$ cat config.mk
export PLATFORM = sky130hd
export DESIGN_NAME = cbrf_ctrl
export DESIGN_NICKNAME = d
export VERILOG_FILES = /design/src/rtl/core/cbrf_pkg.sv /design/src/rtl/core/cbrf_ctrl.sv
export SDC_FILE = /design/constraint.sdc
export NUM_CORES = 1
export LEC_CHECK = 0
export BUFFER_PORTS_ARGS = -buffer_cell sky130_fd_sc_hd__buf_2
export CAP_MARGIN = 20
export CORE_MARGIN = 5
export CORE_UTILIZATION = 45
export DETAILED_ROUTE_END_ITERATION = 16
export MAX_ROUTING_LAYER = met4
export PLACE_DENSITY_LB_ADDON = 0.1
export REMOVE_ABC_BUFFERS = 1
export SYNTH_ARGS = -nofsm -noshare
export SYNTH_HDL_FRONTEND = slang
export SYNTH_SLANG_ARGS = --single-unit
$ cat constraint.sdc
create_clock -name clk_i -period 11.4 [get_ports clk_i]
set_input_delay 1.14 -clock clk_i [delete_from_list [all_inputs] [get_ports clk_i]]
set_output_delay 1.14 -clock clk_i [all_outputs]
set_load 0.01 [all_outputs]
$ cat src/rtl/core/cbrf_pkg.sv
// shared types, constants and helpers for the chunked byte ring fifo
`default_nettype none

package cbrf_pkg;

  // field widths
  localparam int LEN_W  = 7;
  localparam int BYTE_W = 8;
  localparam int STAT_W = 2;
  localparam int IN_DATA_W = 16;

  // default ring size and longest chunk or pop run
  localparam int DEPTH_DEF = 1024;
  localparam int MAX_CHUNK = 64;

  // item kind on the input tuser
  typedef enum logic {
    KIND_PUSH = 1'b0,
    KIND_POP  = 1'b1
  } kind_e;

  // result status on the output tuser
  typedef enum logic [STAT_W-1:0] {
    STAT_OK     = 2'd0,
    STAT_REJECT = 2'd1,
    STAT_BUSY   = 2'd2
  } status_e;

  // zero length counts as one, long requests saturate
  function automatic logic [LEN_W-1:0] clamp_len(input logic [LEN_W-1:0] raw);
    logic [LEN_W-1:0] len;
    len = raw;
    if (len == '0) begin
      len = LEN_W'(1);
    end
    if (len > LEN_W'(MAX_CHUNK)) begin
      len = LEN_W'(MAX_CHUNK);
    end
    return len;
  endfunction

endpackage

`default_nettype wire

$ cat src/rtl/core/cbrf_ctrl.sv
// sequencer: chunk admission, ring indexes, pop read-out and the output register
`default_nettype none

module cbrf_ctrl #(
  parameter int DEPTH = cbrf_pkg::DEPTH_DEF,
  parameter int AW    = $clog2(DEPTH)
) (
  input  wire logic                           clk_i,
  input  wire logic                           rst_ni,
  // input stream
  input  wire logic                           s_axis_tvalid_i,
  output      logic                           s_axis_tready_o,
  input  wire logic [cbrf_pkg::IN_DATA_W-1:0] s_axis_tdata_i,
  input  wire logic                           s_axis_tuser_i,
  // result stream
  output      logic                           m_axis_tvalid_o,
  input  wire logic                           m_axis_tready_i,
  output      logic [cbrf_pkg::BYTE_W-1:0]    m_axis_tdata_o,
  output      logic [cbrf_pkg::STAT_W-1:0]    m_axis_tuser_o,
  output      logic                           m_axis_tlast_o,
  // storage port
  output      logic                           mem_we_o,
  output      logic [AW-1:0]                  mem_waddr_o,
  output      logic [cbrf_pkg::BYTE_W-1:0]    mem_wdata_o,
  output      logic                           mem_re_o,
  output      logic [AW-1:0]                  mem_raddr_o,
  input  wire logic [cbrf_pkg::BYTE_W-1:0]    mem_rdata_i
);

  localparam int LW = cbrf_pkg::LEN_W;
  localparam int SW = ((AW > LW) ? AW : LW) + 1;
  localparam logic [SW-1:0] DEPTH_X = SW'(DEPTH);
  localparam logic [SW-1:0] FREE_MAX = SW'(DEPTH - 1);
  localparam logic [AW-1:0] LAST_ADDR = AW'(DEPTH - 1);

  localparam logic S_IDLE = 1'b0;
  localparam logic S_POP  = 1'b1;

  logic          state_q, state_d;
  logic [AW-1:0] wr_idx_q, wr_idx_d;
  logic [AW-1:0] rd_idx_q, rd_idx_d;
  logic [LW-1:0] off_q, off_d;
  logic [LW-1:0] remain_q, remain_d;
  logic          refused_q, refused_d;
  logic [AW-1:0] rd_addr_q, rd_addr_d;
  logic [LW-1:0] rd_left_q, rd_left_d;
  logic [LW-1:0] emit_left_q, emit_left_d;
  logic          dv_q, dv_d;
  logic          ovalid_q, ovalid_d;
  logic [cbrf_pkg::BYTE_W-1:0] odata_q, odata_d;
  logic [cbrf_pkg::STAT_W-1:0] ostat_q, ostat_d;
  logic          olast_q, olast_d;

  logic          slot_free, in_acc, load;
  logic [LW-1:0] len, cnt, rem_n, off;
  logic [SW-1:0] wx, rx, lenx, occ, free_sp, asum, nsum, rsum;
  logic          first, refused, done;
  cbrf_pkg::kind_e kind;

  // input decode and ring arithmetic
  always_comb begin
    kind    = cbrf_pkg::kind_e'(s_axis_tuser_i);
    len     = cbrf_pkg::clamp_len(s_axis_tdata_i[LW-1:0]);
    lenx    = SW'(len);
    wx      = SW'(wr_idx_q);
    rx      = SW'(rd_idx_q);
    occ     = (wx >= rx) ? (wx - rx) : (wx + DEPTH_X - rx);
    free_sp = FREE_MAX - occ;
    first   = (remain_q == '0);
    refused = first ? (free_sp < lenx) : refused_q;
    cnt     = first ? len : remain_q;
    rem_n   = cnt - LW'(1);
    done    = (rem_n == '0);
    off     = first ? '0 : off_q;
    asum    = wx + SW'(off);
    if (asum >= DEPTH_X) begin
      asum = asum - DEPTH_X;
    end
    nsum    = wx + SW'(off) + SW'(1);
    if (nsum >= DEPTH_X) begin
      nsum = nsum - DEPTH_X;
    end
    rsum    = rx + lenx;
    if (rsum >= DEPTH_X) begin
      rsum = rsum - DEPTH_X;
    end
  end

  // handshake and sequencing
  always_comb begin
    slot_free = !ovalid_q || m_axis_tready_i;
    in_acc    = s_axis_tvalid_i && (state_q == S_IDLE) && slot_free;
    load      = (state_q == S_POP) && dv_q && slot_free;

    state_d     = state_q;
    wr_idx_d    = wr_idx_q;
    rd_idx_d    = rd_idx_q;
    off_d       = off_q;
    remain_d    = remain_q;
    refused_d   = refused_q;
    rd_addr_d   = rd_addr_q;
    rd_left_d   = rd_left_q;
    emit_left_d = emit_left_q;
    dv_d        = dv_q;
    odata_d     = odata_q;
    ostat_d     = ostat_q;
    olast_d     = olast_q;
    ovalid_d    = ovalid_q && !m_axis_tready_i;

    mem_we_o    = 1'b0;
    mem_waddr_o = AW'(asum);
    mem_wdata_o = s_axis_tdata_i[LW +: cbrf_pkg::BYTE_W];
    mem_re_o    = 1'b0;
    mem_raddr_o = rd_addr_q;

    unique case (state_q)
      S_IDLE: begin
        if (in_acc) begin
          ovalid_d = 1'b1;
          odata_d  = '0;
          olast_d  = 1'b1;
          unique case (kind)
            cbrf_pkg::KIND_PUSH: begin
              // one result per pushed byte, tail moves after the last byte of an admitted chunk
              mem_we_o = !refused;
              ostat_d  = refused ? cbrf_pkg::STAT_REJECT : cbrf_pkg::STAT_OK;
              olast_d  = done;
              remain_d = rem_n;
              if (done) begin
                if (!refused) begin
                  wr_idx_d = AW'(nsum);
                end
                off_d     = '0;
                refused_d = 1'b0;
              end else begin
                off_d     = refused ? off : off + LW'(1);
                refused_d = refused;
              end
            end
            cbrf_pkg::KIND_POP: begin
              if (!first) begin
                ostat_d = cbrf_pkg::STAT_BUSY;
              end else if (occ < lenx) begin
                ostat_d = cbrf_pkg::STAT_REJECT;
              end else begin
                // start the read-out, head moves now
                ovalid_d    = ovalid_q && !m_axis_tready_i;
                rd_addr_d   = rd_idx_q;
                rd_left_d   = len;
                emit_left_d = len;
                rd_idx_d    = AW'(rsum);
                state_d     = S_POP;
              end
            end
            default: begin
              ostat_d = cbrf_pkg::STAT_REJECT;
            end
          endcase
        end
      end
      S_POP: begin
        // move read data into the output register
        if (load) begin
          ovalid_d    = 1'b1;
          odata_d     = mem_rdata_i;
          ostat_d     = cbrf_pkg::STAT_OK;
          olast_d     = (emit_left_q == LW'(1));
          emit_left_d = emit_left_q - LW'(1);
          if (emit_left_q == LW'(1)) begin
            state_d = S_IDLE;
          end
        end
        // issue the next read once the held data is taken
        mem_re_o = (rd_left_q != '0) && (!dv_q || load);
        if (mem_re_o) begin
          rd_left_d = rd_left_q - LW'(1);
          rd_addr_d = (rd_addr_q == LAST_ADDR) ? '0 : rd_addr_q + AW'(1);
          dv_d      = 1'b1;
        end else if (load) begin
          dv_d = 1'b0;
        end
      end
      default: begin
        state_d = S_IDLE;
      end
    endcase
  end

  // control registers
  always_ff @(posedge clk_i or negedge rst_ni) begin
    if (!rst_ni) begin
      state_q     <= S_IDLE;
      wr_idx_q    <= '0;
      rd_idx_q    <= '0;
      off_q       <= '0;
      remain_q    <= '0;
      refused_q   <= 1'b0;
      rd_left_q   <= '0;
      emit_left_q <= '0;
      dv_q        <= 1'b0;
      ovalid_q    <= 1'b0;
    end else begin
      state_q     <= state_d;
      wr_idx_q    <= wr_idx_d;
      rd_idx_q    <= rd_idx_d;
      off_q       <= off_d;
      remain_q    <= remain_d;
      refused_q   <= refused_d;
      rd_left_q   <= rd_left_d;
      emit_left_q <= emit_left_d;
      dv_q        <= dv_d;
      ovalid_q    <= ovalid_d;
    end
  end

  // payload registers
  always_ff @(posedge clk_i) begin
    rd_addr_q <= rd_addr_d;
    odata_q   <= odata_d;
    ostat_q   <= ostat_d;
    olast_q   <= olast_d;
  end

  assign s_axis_tready_o = (state_q == S_IDLE) && slot_free;
  assign m_axis_tvalid_o = ovalid_q;
  assign m_axis_tdata_o  = odata_q;
  assign m_axis_tuser_o  = ostat_q;
  assign m_axis_tlast_o  = olast_q;

endmodule

`default_nettype wire

# --- After elaboration in Yosys (flattened, before gate mapping) ---
# Cells that the tools add are included.
totals:
  register_bits: 73
  latch_bits: 0
  ramBits: 0
  rom_bits: 0
  inputBits: 29
  out_inout_bits: 43
  elab_cells: 135
  memories: 0
classes:
  add_sub_neg: 15
  multipliers: 0
  div_mod_pow: 0
  n_lt_le_gt_ge: 7
  n_eq_ne: 9
  shifts: 0
  n_mux: 60
  n_bitwise: 4
  reduce_logical: 26
op_table:
  columns: ["operator", "n"]
  rows:
  - ["$mux W10", 9]
  - ["$mux W7", 12]
  - ["$ge A11 B11 Y1 const B", 3]
  - ["$sub A10 B1 Y10 const B", 3]
  - ["$pmux W7 S2", 2]
  - ["$mux W1", 23]
  - ["$add A10 B7 Y11", 2]
  - ["$lt A11 B7 Y1", 2]
  - ["$logic_not A7 Y1", 3]
  - ["$sub A7 B1 Y7 const B", 3]
  - ["$pmux W10 S2", 1]
  - ["$reduce_and A5 Y1", 4]
  - ["$mux W8", 2]
  - ["$pmux W8 S2", 1]
  - ["$add A10 B11 Y11 const B", 1]
  - ["$add A11 B1 Y11 const B", 1]
  - ["$mux W11", 1]
  - ["$sub A10 B10 Y11", 1]
  - ["$sub A10 B11 Y11 const A", 1]
  - ["$sub A11 B10 Y11", 1]
  - ["$add A10 B1 Y10 const B", 1]
  - ["$eq A10 B10 Y1 const B", 1]
  - ["$ge A10 B10 Y1", 1]
  - ["$mux W2", 4]
  - ["other kinds (16)", 38]

# --- Depth between registers and ports, before layout ---
depth:
  word_depth: 10
  depth_mapped: 17
  ltp_nobuf: 17

# --- Least setup slack after synthesis ---
# Ideal clock, no wire load.
synth_timing:
  kind: "register to output"
  from: "register remain_q[0]"
  to: "output port mem_waddr_o[6]"
  t_arrival_ns: 3.325
  required_ns: 10.260
  setup_slack_ns: 6.935
  stages_incl_launch_ff: 13
  path_buffers: 1
  cell_sequence: "dfrtp_1 -> nor4_1 -> nand2_1 -> clkbuf_1 -> nand2_1 -> inv_1 -> ha_1 -> fa_1 -> a211oi_1 -> nor3b_1 -> o311a_1 -> or3_1 -> inv_1"
synth_via:
  elab_chain_len: 5
  elab_cells_between_ends: 6
  cone_classes: "2 x add/sub; 1 x order compare; 2 x mux; 1 x reduce/logical"
synth_lines:
  columns: ["item", "line", "rtl"]
  rows:
  - ["start: declaration", "cbrf_ctrl.sv:43", "logic [LW-1:0] remain_q, remain_d;"]
  - ["start signal: assignment", "cbrf_ctrl.sv:207", "remain_q <= remain_d;"]
  - ["$logic_not A7 Y1 *", "cbrf_ctrl.sv:69", "first = (remain_q == '0);"]
  - ["$mux W7 *", "cbrf_ctrl.sv:74", "off = first ? '0 : off_q;"]
  - ["$add A10 B7 Y11 *", "cbrf_ctrl.sv:75", "asum = wx + SW'(off);"]
  - ["$sub A10 B1 Y10 or $ge A11 B11 Y1 (tied branches)", "cbrf_ctrl.sv:77, cbrf_ctrl.sv:76", null]
  - ["$mux W10 *", "cbrf_ctrl.sv:76", "if (asum >= DEPTH_X) begin"]
  - ["end: declaration", "cbrf_ctrl.sv:23", "output logic [AW-1:0] mem_waddr_o,"]
# Mark *: on every way between the ends. The rest lies on a longest branch, timed or not.

# --- Worst setup path after layout ---
# Ends and elaborated chain as after synthesis.

==> flow_summary.toml <==
[logic_synthesis]
synth_cell_type_count = 72
synth_flop_cell = "dfrtp_1"
synth_edf_count = 21
synth.ff_latch_count = 73
syn-instance-count = 603
ys_seq_area_frac = 0.351
synth_area_sq_mm = 0.00550
ys_warn_count = 0
syn_avg_cell_area_sq_um = 9.12
async_reset_ff_frac = 0.712

[route]
route.vias.total = 4473
dr.pass1.iters = 4
viasPerCell = 5.58
drt-total-wl_mm = 13.4
antenna_left = 0
drc_errors = 0
avgRoutedWirePerCell_um = 16.7
drt_iter0_drc = 179

[cts]
cts_resized = 0
cts-root-buf = "clkbuf_16"
hold_buffers = 0
cts_buffers = 9
clk_pin_slew_ns = 0.05
post_cts_buffers = 0
htree_num_levels = 3
clk_path_buf_depth = 2
cts_tree = "yes"
clk_latency_ns = 0.34
cts.sinks = 73

[setup_path]
rr_worst_depth = 14
cp-start-kind = "flip-flop"
r2r-end = "wr_idx_q[7]"
reg2reg_from = "remain_q[0]"
arrival_ns = 4.38
endpoint_kind = "primary output"
required_ns = 10.26
reg2reg_slack_ns = 6.61
path_max_fanout = 15
crit_type = "flip-flop to primary output"

[global_routing]
grt_overflow = 0
grt_antenna_before_repair = 0
grt_use_total = 0.196
grt_start_max_net_pins = 53
first_global_vias = 4416
grt_first_pass_wirelength_mm = 22.0

[timing]
rsz0062_at_grt = "no"
hold_viol = 0
layout_min_cycle_time_ns = 5.52
clock_skew_ns = 0.00835
fmax_ghz = 0.181
relSlewSlack = 0.329
setup_viol = 0
finalCritPeriodShare = 0.484
maxSlewViolCount = 0
setup_tns_ns = 0
tightestPinTransition_ns = 1.01
fin_ws_ns = 5.88

[finish]
diodes = 0
regArea_sq_mm = 0.00193
fillers = 1109
multi_input_area_sq_mm = 0.00328
layout_commonest_cell = "nand2_1"
final_cell_mix = "69 x nand2_1, 54 x buf_2, 52 x dfrtp_1, 45 x ha_1, 42 x nor2_1"
fin_nets = 726
area_delta_synth_final_pct = 12.3
drive_above_1_share = 0.154

[floorplan]
core_sq_mm = 0.0120
die_y_um = 121
ios = 72
start_util = 0.458
die_x_um = 121
die_area_sq_mm = 0.0145
num_rows = 40

[hold_path]
worstHoldPathCells = 1
worstHoldEndpoint = "rd_idx_q[9]"
hp-start = "rd_idx_q[9]"
hold_class = "flip-flop to flip-flop"

[power_and_ir_drop]
irDropWorstVdd_mv = 0.247
power_density_mw_per_mm2 = 293
p_leak_nw = 2.82

[place]
gpl.final_weighted_congestion = 0.881
hpwl_mm = 10.1
place_ws_ns = 6.32
numPortBuffers = 54

[run]
maxCapViolations = 0

[outcome]
status = "finished clean"
[how the worst max path moves through the flow]
| stage | cells after the start | startpoint | endpoint | slack, ns |
|---|---|---|---|---|
| after floorplan | 11 | remain_q[0] | mem_waddr_o[6] | 6.95 |
| after global placement | 12 | remain_q[0] | mem_waddr_o[6] | 6.35 |
| after detailed placement | 12 | remain_q[0] | mem_waddr_o[6] | 6.32 |
| after CTS | 12 | remain_q[0] | mem_waddr_o[6] | 5.94 |
| after global routing | 12 | remain_q[0] | mem_waddr_o[6] | 5.55 |
| final | 12 | remain_q[0] | mem_waddr_o[6] | 5.88 |
[sequential cells by signal (all words and copies together), names as in the netlist, 2 cells and up]
name / flops
rd_idx_q: 10
remain_q: 7
wr_idx_q: 10
m_axis_tdata_o: 8
mem_raddr_o: 10
rd_left_q: 7
off_q: 7
emit_left_q: 7
m_axis_tuser_o: 2
[synth_stat cells (all sizes together), types with 4 or more instances]
master  instances  share of area
buf            12          0.017
nand2          71          0.049
a22o            4         0.0064
nor2b           5         0.0057
ha             45           0.10
a31oi           6         0.0068
o211ai          5         0.0068
nor4            6         0.0096
o21ai          38          0.035
mux2            8          0.022
nand2b          9          0.010
xnor2          26          0.043
nor2           42          0.029
a211oi          5         0.0068
o22ai           7         0.0080
o211a           8          0.015
dfrtp          52           0.24
nand3b          4         0.0055
edfxtp         21           0.11
a21o           11          0.015
xor2           15          0.024
clkbuf         12         0.0082
inv            41          0.029
nor3           13          0.015
nor3b           6         0.0082
nand4           8         0.0091
nand3          21          0.019
a21oi          31          0.028
mux2i           6          0.011
and2           15          0.017
a31o            4         0.0064
[cell families after synthesis]
family	Yosys count	synth area share
multiplexers	14	0.0328
AO/OA/AOI/OAI	146	0.183
adder cells (fa/ha/maj)	48	0.113
AND/OR/NAND/NOR	215	0.198
XOR/XNOR	41	0.0667
flip-flops	73	0.351
buffers and inverters	66	0.0544
[report_power, final]
part	internal, mW	switching, mW	total (mW)	leakage [nW]
sequential	0.395	0.0973	0.492	0.840
clock	0.192	0.111	0.303	0.144
combinational	0.424	0.590	1.01	1.84
[metal layers]
layer	wire length [um]	up-vias	GRT usage
li1	-	2257	-
met1	6280	2116	0.253
met2	6370	83	0.312
met3	465	17	0.0351
met4	268	0	0.0680
met5	0	-	-
[per-stage QoR]
| step | std cells | power, mW | utilization | hold slack, ns | cell area (sq um) |
|---|---|---|---|---|---|
| final | 801 | 1.81 | 0.514 | 0.468 | 6180 |
| after global routing | 801 | 1.98 | 0.514 | 0.482 | 6180 |
| after CTS | 801 | 1.82 | 0.514 | 0.475 | 6180 |
| after detailed placement | 785 | 1.51 | 0.489 | 0.466 | 5870 |
| after global placement | 785 | 1.47 | 0.489 | 0.463 | 5870 |
| after floorplan | 579 | 1.24 | - | 0.446 | 5360 |
[worst max-delay path: stages, from the launching register on]
cell and delay [ns]:
dfrtp_1 0.43, nor4_1 0.68, nand2_1 0.54, nand2_1 0.22, inv_1 0.09, ha_1 0.23
fa_1 0.41, a211oi_1 0.35, nor3b_1 0.13, o311a_1 0.32, or3_1 0.45, inv_1 0.08
buf_2 0.12
[cell type report]
cell class              count  area share
flip-flops and latches     73       0.313
clock inverters             3      0.0109
multi-input cells         464       0.531
clock buffers              13      0.0389
inverters                  42      0.0263
repair buffers             59      0.0498
well taps                 147      0.0298
Power figures use the tool's default switching activity.
